`config.mk`:
```
export PLATFORM = sky130hd
export DESIGN_NAME = lru_keyed_table_with_group_invalidate
export DESIGN_NICKNAME = d
export VERILOG_FILES = /design/src/design/lkt_pkg.sv /design/src/design/lkt_ctrl.sv /design/src/design/lkt_datapath.sv /design/src/design/lru_keyed_table_with_group_invalidate.sv
export SDC_FILE = /design/constraint.sdc
export NUM_CORES = 2
export LEC_CHECK = 0
export ABC_CLOCK_PERIOD_IN_PS = 12350
export BUFFER_PORTS_ARGS = -buffer_cell sky130_fd_sc_hd__buf_2
export CAP_MARGIN = 20
export CORE_MARGIN = 3
export CORE_UTILIZATION = 45
export DETAILED_ROUTE_END_ITERATION = 16
export PLACE_DENSITY = 0.61
export SETUP_SLACK_MARGIN = 0.4
export SLEW_MARGIN = 10
export SYNTH_ARGS = -nofsm -noshare
export SYNTH_HDL_FRONTEND = slang
export SYNTH_HIERARCHICAL = 1
export SYNTH_SLANG_ARGS = --single-unit
```
`constraint.sdc`:
```
create_clock -name clk -period 12.35 [get_ports clk]
set_input_delay 1.235 -clock clk [delete_from_list [all_inputs] [get_ports clk]]
set_output_delay 1.235 -clock clk [all_outputs]
set_load 0.005 [all_outputs]
```
`src/design/lkt_pkg.sv`:
```
`default_nettype none

package lkt_pkg;

    // Table geometry
    localparam int ENTRIES    = 16;
    localparam int STAMP_BITS = 64;
    localparam int IDX_W      = (ENTRIES > 1) ? $clog2(ENTRIES) : 1;
    localparam int CNT_W      = $clog2(ENTRIES + 1);

    // Fixed field widths
    localparam int MODE_W  = 3;
    localparam int KEY_W   = 16;
    localparam int VALUE_W = 32;
    localparam int CAP_W   = 5;
    localparam int OUTC_W  = 5;
    localparam int CMP_W   = (CNT_W > CAP_W) ? CNT_W : CAP_W;

    // Reported count saturates here
    localparam int OUT_CNT_MAX = 31;
    localparam int CAP_RESET   = 16;

    typedef enum logic [MODE_W-1:0] {
        MODE_LOOKUP = 3'd0,
        MODE_SET    = 3'd1,
        MODE_INVAL  = 3'd2,
        MODE_GROUP  = 3'd3,
        MODE_CLEAR  = 3'd4
    } mode_t;

    // Controller to datapath
    typedef struct packed {
        logic load;
        logic scan_en;
        logic commit;
    } lkt_cmd_t;

    // Datapath to controller
    typedef struct packed {
        logic scan_done;
        logic out_free;
    } lkt_status_t;

endpackage

`default_nettype wire

```
`src/design/lkt_ctrl.sv`:
```
`default_nettype none

module lkt_ctrl (
    input  wire logic                clk,
    input  wire logic                rst_n,
    input  wire logic                in_valid,
    output logic                     in_ready,
    input  wire lkt_pkg::lkt_status_t status,
    output lkt_pkg::lkt_cmd_t        cmd
);
    import lkt_pkg::*;

    typedef enum logic [2:0] {
        ST_IDLE = 3'b001,
        ST_SCAN = 3'b010,
        ST_DONE = 3'b100
    } state_t;

    state_t state_reg, state_next;

    // Advance the sequencer
    always_ff @(posedge clk or negedge rst_n)
    begin
        if (!rst_n)
        begin
            state_reg <= ST_IDLE;
        end
        else
        begin
            state_reg <= state_next;
        end
    end

    // Decode commands and next state
    always_comb
    begin
        state_next  = state_reg;
        in_ready    = 1'b0;
        cmd.load    = 1'b0;
        cmd.scan_en = 1'b0;
        cmd.commit  = 1'b0;
        unique case (state_reg)
            ST_IDLE:
            begin
                in_ready = 1'b1;
                if (in_valid)
                begin
                    cmd.load   = 1'b1;
                    state_next = ST_SCAN;
                end
            end
            ST_SCAN:
            begin
                cmd.scan_en = 1'b1;
                if (status.scan_done)
                begin
                    state_next = ST_DONE;
                end
            end
            ST_DONE:
            begin
                if (status.out_free)
                begin
                    cmd.commit = 1'b1;
                    state_next = ST_IDLE;
                end
            end
            default:
            begin
                state_next = ST_IDLE;
            end
        endcase
    end

endmodule

`default_nettype wire

```
`src/design/lkt_datapath.sv`:
```
`default_nettype none

module lkt_datapath (
    input  wire logic                           clk,
    input  wire logic                           rst_n,
    input  wire lkt_pkg::lkt_cmd_t              cmd,
    output lkt_pkg::lkt_status_t                status,
    input  wire logic [lkt_pkg::MODE_W-1:0]     mode,
    input  wire logic [lkt_pkg::KEY_W-1:0]      group_id,
    input  wire logic [lkt_pkg::KEY_W-1:0]      name_id,
    input  wire logic [lkt_pkg::VALUE_W-1:0]    value_in,
    input  wire logic                           cfg_write,
    input  wire logic [lkt_pkg::CAP_W-1:0]      cfg_data,
    output logic                                out_valid,
    input  wire logic                           out_ready,
    output logic                                hit,
    output logic [lkt_pkg::VALUE_W-1:0]         value_out,
    output logic [lkt_pkg::OUTC_W-1:0]          entry_count,
    output logic                                evicted
);
    import lkt_pkg::*;

    // Entry storage
    logic [KEY_W-1:0]      group_mem [ENTRIES];
    logic [KEY_W-1:0]      name_mem  [ENTRIES];
    logic [VALUE_W-1:0]    value_mem [ENTRIES];
    logic [STAMP_BITS-1:0] stamp_mem [ENTRIES];
    logic [ENTRIES-1:0]    valid_reg;
    logic [CNT_W-1:0]      count_reg;
    logic [STAMP_BITS-1:0] ctr_reg;
    logic [CAP_W-1:0]      capacity_reg;

    // Captured request
    logic [MODE_W-1:0]  mode_reg;
    logic [KEY_W-1:0]   grp_reg;
    logic [KEY_W-1:0]   nm_reg;
    logic [VALUE_W-1:0] val_reg;

    // Scan pipeline
    logic [CNT_W-1:0]      iss_reg;
    logic                  rd_act_reg;
    logic [IDX_W-1:0]      rd_idx_reg;
    logic [KEY_W-1:0]      rd_group_reg;
    logic [KEY_W-1:0]      rd_name_reg;
    logic [VALUE_W-1:0]    rd_value_reg;
    logic [STAMP_BITS-1:0] rd_stamp_reg;

    // Scan results
    logic                  found_reg;
    logic [IDX_W-1:0]      fidx_reg;
    logic [VALUE_W-1:0]    fval_reg;
    logic                  free_found_reg;
    logic [IDX_W-1:0]      free_idx_reg;
    logic                  old_found_reg;
    logic [IDX_W-1:0]      old_idx_reg;
    logic [STAMP_BITS-1:0] old_stamp_reg;

    // Output register
    logic                  out_valid_reg;
    logic                  hit_reg;
    logic [VALUE_W-1:0]    value_out_reg;
    logic [OUTC_W-1:0]     entry_count_reg;
    logic                  evicted_reg;

    logic                  issue;
    logic [IDX_W-1:0]      iss_idx;
    logic                  rd_v;
    logic                  key_eq;
    logic                  grp_eq;
    logic                  grp_clr;

    // Commit decode
    logic [STAMP_BITS-1:0] ns;
    logic [CMP_W-1:0]      cap_eff;
    logic [CMP_W-1:0]      cnt_ext;
    logic [CMP_W-1:0]      cnt_after_ext;
    logic [CNT_W-1:0]      cnt_after;
    logic [IDX_W-1:0]      wr_idx;
    logic                  wr_key;
    logic                  wr_value;
    logic                  wr_stamp;
    logic                  ctr_upd;
    logic                  set_valid;
    logic                  clr_valid;
    logic                  clr_all;
    logic                  o_hit;
    logic [VALUE_W-1:0]    o_val;
    logic                  o_ev;

    assign issue   = cmd.scan_en && (iss_reg < CNT_W'(ENTRIES));
    assign iss_idx = iss_reg[IDX_W-1:0];
    assign rd_v    = valid_reg[rd_idx_reg];
    assign key_eq  = (rd_group_reg == grp_reg) && (rd_name_reg == nm_reg);
    assign grp_eq  = (rd_group_reg == grp_reg);
    assign grp_clr = rd_act_reg && rd_v && grp_eq && (mode_reg == MODE_GROUP);

    assign status.scan_done = rd_act_reg && (rd_idx_reg == IDX_W'(ENTRIES - 1));
    assign status.out_free  = !out_valid_reg || out_ready;

    // Hold capacity register
    always_ff @(posedge clk or negedge rst_n)
    begin
        if (!rst_n)
        begin
            capacity_reg <= CAP_W'(CAP_RESET);
        end
        else if (cfg_write)
        begin
            capacity_reg <= cfg_data;
        end
    end

    // Capture request on input transfer
    always_ff @(posedge clk)
    begin
        if (cmd.load)
        begin
            mode_reg <= mode;
            grp_reg  <= group_id;
            nm_reg   <= name_id;
            val_reg  <= value_in;
        end
    end

    // Advance issue counter and read stage
    always_ff @(posedge clk or negedge rst_n)
    begin
        if (!rst_n)
        begin
            iss_reg    <= '0;
            rd_act_reg <= 1'b0;
            rd_idx_reg <= '0;
        end
        else if (cmd.load)
        begin
            iss_reg    <= '0;
            rd_act_reg <= 1'b0;
        end
        else
        begin
            rd_act_reg <= issue;
            rd_idx_reg <= iss_idx;
            if (issue)
            begin
                iss_reg <= iss_reg + 1'b1;
            end
        end
    end

    // Read one entry per cycle
    always_ff @(posedge clk)
    begin
        if (issue)
        begin
            rd_group_reg <= group_mem[iss_idx];
            rd_name_reg  <= name_mem[iss_idx];
            rd_value_reg <= value_mem[iss_idx];
            rd_stamp_reg <= stamp_mem[iss_idx];
        end
    end

    // Track first match, first free slot and oldest stamp
    always_ff @(posedge clk or negedge rst_n)
    begin
        if (!rst_n)
        begin
            found_reg      <= 1'b0;
            free_found_reg <= 1'b0;
            old_found_reg  <= 1'b0;
        end
        else if (cmd.load)
        begin
            found_reg      <= 1'b0;
            free_found_reg <= 1'b0;
            old_found_reg  <= 1'b0;
        end
        else if (rd_act_reg)
        begin
            if (rd_v && key_eq && !found_reg)
            begin
                found_reg <= 1'b1;
                fidx_reg  <= rd_idx_reg;
                fval_reg  <= rd_value_reg;
            end
            if (!rd_v && !free_found_reg)
            begin
                free_found_reg <= 1'b1;
                free_idx_reg   <= rd_idx_reg;
            end
            if (rd_v && (!old_found_reg || (rd_stamp_reg < old_stamp_reg)))
            begin
                old_found_reg <= 1'b1;
                old_idx_reg   <= rd_idx_reg;
                old_stamp_reg <= rd_stamp_reg;
            end
        end
    end

    // Decode the commit of one operation
    always_comb
    begin
        ns        = ctr_reg + 1'b1;
        cap_eff   = (CMP_W'(capacity_reg) > CMP_W'(ENTRIES)) ? CMP_W'(ENTRIES)
                                                              : CMP_W'(capacity_reg);
        cnt_ext   = CMP_W'(count_reg);
        cnt_after = count_reg;
        wr_idx    = fidx_reg;
        wr_key    = 1'b0;
        wr_value  = 1'b0;
        wr_stamp  = 1'b0;
        ctr_upd   = 1'b0;
        set_valid = 1'b0;
        clr_valid = 1'b0;
        clr_all   = 1'b0;
        o_hit     = 1'b0;
        o_val     = '0;
        o_ev      = 1'b0;
        case (mode_reg)
            MODE_LOOKUP:
            begin
                if (found_reg)
                begin
                    wr_stamp = 1'b1;
                    ctr_upd  = 1'b1;
                    o_hit    = 1'b1;
                    o_val    = fval_reg;
                end
            end
            MODE_SET:
            begin
                ctr_upd = 1'b1;
                if (found_reg)
                begin
                    wr_value = 1'b1;
                    wr_stamp = 1'b1;
                end
                else if (cnt_ext < cap_eff)
                begin
                    wr_idx    = free_idx_reg;
                    wr_key    = 1'b1;
                    wr_value  = 1'b1;
                    wr_stamp  = 1'b1;
                    set_valid = 1'b1;
                    cnt_after = count_reg + 1'b1;
                end
                else
                begin
                    o_ev = 1'b1;
                    if (old_found_reg && !(ns < old_stamp_reg))
                    begin
                        wr_idx   = old_idx_reg;
                        wr_key   = 1'b1;
                        wr_value = 1'b1;
                        wr_stamp = 1'b1;
                    end
                end
            end
            MODE_INVAL:
            begin
                if (found_reg)
                begin
                    clr_valid = 1'b1;
                    cnt_after = count_reg - 1'b1;
                end
            end
            MODE_CLEAR:
            begin
                clr_all   = 1'b1;
                cnt_after = '0;
            end
            default:
            begin
            end
        endcase
        cnt_after_ext = CMP_W'(cnt_after);
    end

    // Write entry fields on commit
    always_ff @(posedge clk)
    begin
        if (cmd.commit)
        begin
            if (wr_key)
            begin
                group_mem[wr_idx] <= grp_reg;
                name_mem[wr_idx]  <= nm_reg;
            end
            if (wr_value)
            begin
                value_mem[wr_idx] <= val_reg;
            end
            if (wr_stamp)
            begin
                stamp_mem[wr_idx] <= ns;
            end
        end
    end

    // Update valid bits, count and access counter
    always_ff @(posedge clk or negedge rst_n)
    begin
        if (!rst_n)
        begin
            valid_reg <= '0;
            count_reg <= '0;
            ctr_reg   <= '0;
        end
        else if (cmd.commit)
        begin
            count_reg <= cnt_after;
            if (ctr_upd)
            begin
                ctr_reg <= ns;
            end
            if (clr_all)
            begin
                valid_reg <= '0;
            end
            else if (set_valid)
            begin
                valid_reg[wr_idx] <= 1'b1;
            end
            else if (clr_valid)
            begin
                valid_reg[wr_idx] <= 1'b0;
            end
        end
        else if (grp_clr)
        begin
            valid_reg[rd_idx_reg] <= 1'b0;
            count_reg             <= count_reg - 1'b1;
        end
    end

    // Hold result until the output transfer
    always_ff @(posedge clk or negedge rst_n)
    begin
        if (!rst_n)
        begin
            out_valid_reg <= 1'b0;
        end
        else if (cmd.commit)
        begin
            out_valid_reg <= 1'b1;
        end
        else if (out_ready)
        begin
            out_valid_reg <= 1'b0;
        end
    end

    always_ff @(posedge clk)
    begin
        if (cmd.commit)
        begin
            hit_reg       <= o_hit;
            value_out_reg <= o_val;
            evicted_reg   <= o_ev;
            if (cnt_after_ext > CMP_W'(OUT_CNT_MAX))
            begin
                entry_count_reg <= OUTC_W'(OUT_CNT_MAX);
            end
            else
            begin
                entry_count_reg <= cnt_after_ext[OUTC_W-1:0];
            end
        end
    end

    assign out_valid   = out_valid_reg;
    assign hit         = hit_reg;
    assign value_out   = value_out_reg;
    assign entry_count = entry_count_reg;
    assign evicted     = evicted_reg;

endmodule

`default_nettype wire

```
`src/design/lru_keyed_table_with_group_invalidate.sv`:
```
`default_nettype none

// Fully associative keyed table of 16 entries with least-recently-used
// replacement. Each operation (lookup, set, invalidate key, invalidate group,
// clear) is accepted on in_valid/in_ready and answers with exactly one result
// carrying hit, value_out, the entry count after the operation and an eviction
// flag. Every operation scans all entries through the single read port of the
// entry store, one entry per cycle, then commits its write-back; a new item
// is taken only after the previous one has committed. A finished result waits
// in an output register, and a new item is taken while it waits; the commit of
// that next item holds until the waiting result leaves. The capacity register
// is written through cfg_valid/cfg_ready; the user must write it only while
// the table is idle, which the block itself does not enforce. It resets to
// 16 and values above the entry count act as the entry count.
module lru_keyed_table_with_group_invalidate (
    input  wire logic                           clk,
    input  wire logic                           rst_n,
    input  wire logic                           in_valid,
    output logic                                in_ready,
    input  wire logic [lkt_pkg::MODE_W-1:0]     mode,
    input  wire logic [lkt_pkg::KEY_W-1:0]      group_id,
    input  wire logic [lkt_pkg::KEY_W-1:0]      name_id,
    input  wire logic [lkt_pkg::VALUE_W-1:0]    value_in,
    output logic                                out_valid,
    input  wire logic                           out_ready,
    output logic                                hit,
    output logic [lkt_pkg::VALUE_W-1:0]         value_out,
    output logic [lkt_pkg::OUTC_W-1:0]          entry_count,
    output logic                                evicted,
    input  wire logic                           cfg_valid,
    output logic                                cfg_ready,
    input  wire logic [lkt_pkg::CAP_W-1:0]      cfg_data
);
    import lkt_pkg::*;

    lkt_cmd_t    cmd;
    lkt_status_t status;

    // Configuration writes are always taken
    assign cfg_ready = 1'b1;

    lkt_ctrl u_ctrl (
        .clk      (clk),
        .rst_n    (rst_n),
        .in_valid (in_valid),
        .in_ready (in_ready),
        .status   (status),
        .cmd      (cmd)
    );

    lkt_datapath u_datapath (
        .clk         (clk),
        .rst_n       (rst_n),
        .cmd         (cmd),
        .status      (status),
        .mode        (mode),
        .group_id    (group_id),
        .name_id     (name_id),
        .value_in    (value_in),
        .cfg_write   (cfg_valid && cfg_ready),
        .cfg_data    (cfg_data),
        .out_valid   (out_valid),
        .out_ready   (out_ready),
        .hit         (hit),
        .value_out   (value_out),
        .entry_count (entry_count),
        .evicted     (evicted)
    );

endmodule

`default_nettype wire

```
==> out/metrics.csv <==
metric,value,unit
clk_pin_slew,60,ps
synth-edff-count,2390,
crit_arrival,9950,ps
outcome,"finished, final reports clean",
fmax,0.105,GHz
maxCapViolations,0,
largest_reg_flops,1024,
required,12780,ps
gp_congestion,0.847,
netlist_area,97300,µm²
yosysUniqueCellTypes,80,
synth.net_count,4666,
drc,0,
clk_latency,880,ps
path_max_fanout,39,
synthFlopType,edfxtp_1,
ys_ff_latch,2497,
fin_area,110000,µm²
clkPwrFrac,37.6,%
yosysSeqAreaShare,76.5,%
cts_buffers,239,
start_util,45.3,%
dpl-instance-area,102000,µm²
top_register,u_datapath/stamp_mem,
p_seq_share,51.8,%
largestRegisters,"u_datapath/stamp_mem (1024), u_datapath/value_mem (512)",
area_growth,13.6,%
drive_gt1_share,27.5,%
critPathLaunchType,flop,
slew_violations,0,
totalWireLength,220,mm
cts_setup_buffers,0,
nFillCells,16900,
power_density,174,nW/µm²
grt_pass1_vias,46600,
fin_skew,78.2,ps
avgSynthCellArea,21.8,µm²
row_count,170,
cts-root-buf,clkbuf_16,
hold_viol,0,
h-tree-depth,4,
rsz0062_at_grt,false,
final_cell_mix,"edfxtp_1, mux4_2, clkbuf_16",
timing.final.ws_setup,2830,ps
vias,45400,
grt_usage,19.8,%
drt_iter0_drc,4907,
ant_nets,0,
slew_headroom,24.2,%
swShare,23.6,%
wl_per_cell,28.1,µm
die_y,471,µm
grt_max_degree,139,
critPathCaptureType,flop,
core_region_area,215000,µm²
hold_slack,309,ps
worstMarginPinSlew,1140,ps
p_comb_share,10.7,%
hpwlAfterDp,120,mm
die_area,222000,µm²
min_period,9520,ps
layout_commonest_cell,edfxtp_1,
grt_pass1_wl,322,mm
detail_route.vias_per_cell,5.80,
p_leak,0.0323,µW
cpMostUsedCell,nand3_1,
cts_buffer_depth,3,
fin_tns_setup,0,ps
ys_warn_count,6,
syn_inst,4455,
io_buffers,117,
finalCritPeriodShare,77.1,%
synthArstFlopShare,4.29,%
dp_slack,2500,ps
switchingPower,4530,µW
grt-ovfl-total,0,
critPathKind,flop to flop,
cts_tree,yes,
peakVddDrop,176,µV
clock_sinks,2497,
slowest_stage,a21oi_1,
crit_chain,ha_1 -> nand3_1 -> nor4_1 -> nand4_1 -> nor4_1 -> nand3_1 -> nor2_1 -> nand3_1 -> nor2_1 -> xor2_1 -> ha_1 -> nand4_1 -> nor4_4 -> nand4_2 -> a2111oi_2 -> or4_4 -> o21ai_2 -> a21oi_1 -> nand2_1 -> nor3_2 -> buf_4 -> buf_4,
firstDrtPassIters,5,
max_stage_delay,940,ps
hold_buffers,0,
fin_util,51.4,%
cts_resized,0,
hold_class,input port to async pin,
setup_viol,0,
antenna_found_initial,8,
intPower,14700,µW
io_pins,119,
nNetsFinal,4995,
die_w,471,µm
==> area by class of cell <==
| class | instances | area (µm²) | share of cell area (%) |
|---|---|---|---|
| Tap cell | 2838 | 3550 | 3.21 |
| Clock buffer | 287 | 6200 | 5.61 |
| Antenna cell | 4 | 10.0 | 0.00906 |
| Multi-Input combinational cell | 1686 | 22400 | 20.3 |
| Inverter | 87 | 327 | 0.296 |
| Timing Repair Buffer | 273 | 1970 | 1.78 |
| Clock inverter | 154 | 1580 | 1.43 |
| Sequential cell | 2497 | 74500 | 67.4 |
==> Yosys cell counts (36+ instances only) <==
cell      number  share of area (%)
a21oi_1       60               0.31
buf_1         46               0.18
clkbuf_1     132               0.51
dfrtp_1      105                2.7
edfxtp_1    2390                 74
ha_1         134                1.7
inv_1         86               0.33
mux4_2       645                 15
nand2_1      141               0.54
nand3_1       46               0.24
nand4_1       36               0.23
nor2_1       124               0.48
xnor2_1       78               0.70
xor2_1        88               0.79
==> final timing paths <==
kind                                                        from                               endpoint  slack [ps]  cells after the start
max                            u_datapath/ctr_reg[0]$_DFFE_PN0P_  u_datapath/stamp_mem[1][30]$_DFFE_PP_        2830                     22
min                                                        rst_n     u_datapath/ctr_reg[14]$_DFFE_PN0P_         310                      1
max reg2reg                    u_datapath/ctr_reg[0]$_DFFE_PN0P_  u_datapath/stamp_mem[1][30]$_DFFE_PP_        2830                     22
min reg2reg                u_datapath/rd_value_reg[24]$_DFFE_PP_      u_datapath/fval_reg[24]$_DFFE_PP_         420                      0
max in group asynchronous                                  rst_n      u_datapath/iss_reg[0]$_DFFE_PN0P_       10380                      3
min in group clk           u_datapath/rd_value_reg[24]$_DFFE_PP_      u_datapath/fval_reg[24]$_DFFE_PP_         420                      0
==> critical path: cells and delay by family, from the launching register on <==
| kind | cells | cell delay [ps] |
|---|---|---|
| AOI/OAI and AO/OA | 3 | 1770 |
| xor gates and xnor gates | 1 | 550 |
| DFF | 1 | 390 |
| adders and majority gates | 2 | 500 |
| buffers and inverters | 2 | 1180 |
| and+or+nand+nor | 14 | 4680 |
==> stage by stage <==
| step | std cells | total power (µW) |
|---|---|---|
| after global placement | 7354 | 12200 |
| final | 7826 | 19200 |
| after global routing | 7824 | 19900 |
| after CTS | 7808 | 19500 |
| after floorplan | 4455 | 11600 |
| after detailed placement | 7367 | 12200 |
==> metal layers <==
metal	vias to the layer above	routed length (µm)	global-route usage, %
met4	0	5830	5.72
met2	1487	107000	31.8
met5	-	0	0
li1	19200	-	-
met1	24400	93700	28.4
met3	325	13200	3.21
==> kinds of logic (layout without fill, tap and decap cells) <==
logic type,after synthesis,in the layout,share of synthesized area [%]
adders and majority gates,134,134,1.72
other,1,5,0.00385
xor gates and xnor gates,166,166,1.49
buffers and inverters,272,801,1.06
AOI/OAI and AO/OA,215,215,1.52
and+or+nand+nor,516,516,2.65
muxes,654,654,15.0
DFF,2497,2497,76.5
==> power by group through the flow <==
stage,logic [µW],registers [µW],clock network [µW]
after floorplan,1610,9970,0
after global placement,2070,10100,0
after detailed placement,2080,10200,0
after CTS,2080,9980,7410
after global routing,2210,10000,7740
final,2050,9960,7230
Note: power is estimated with default switching activity, not from simulation.
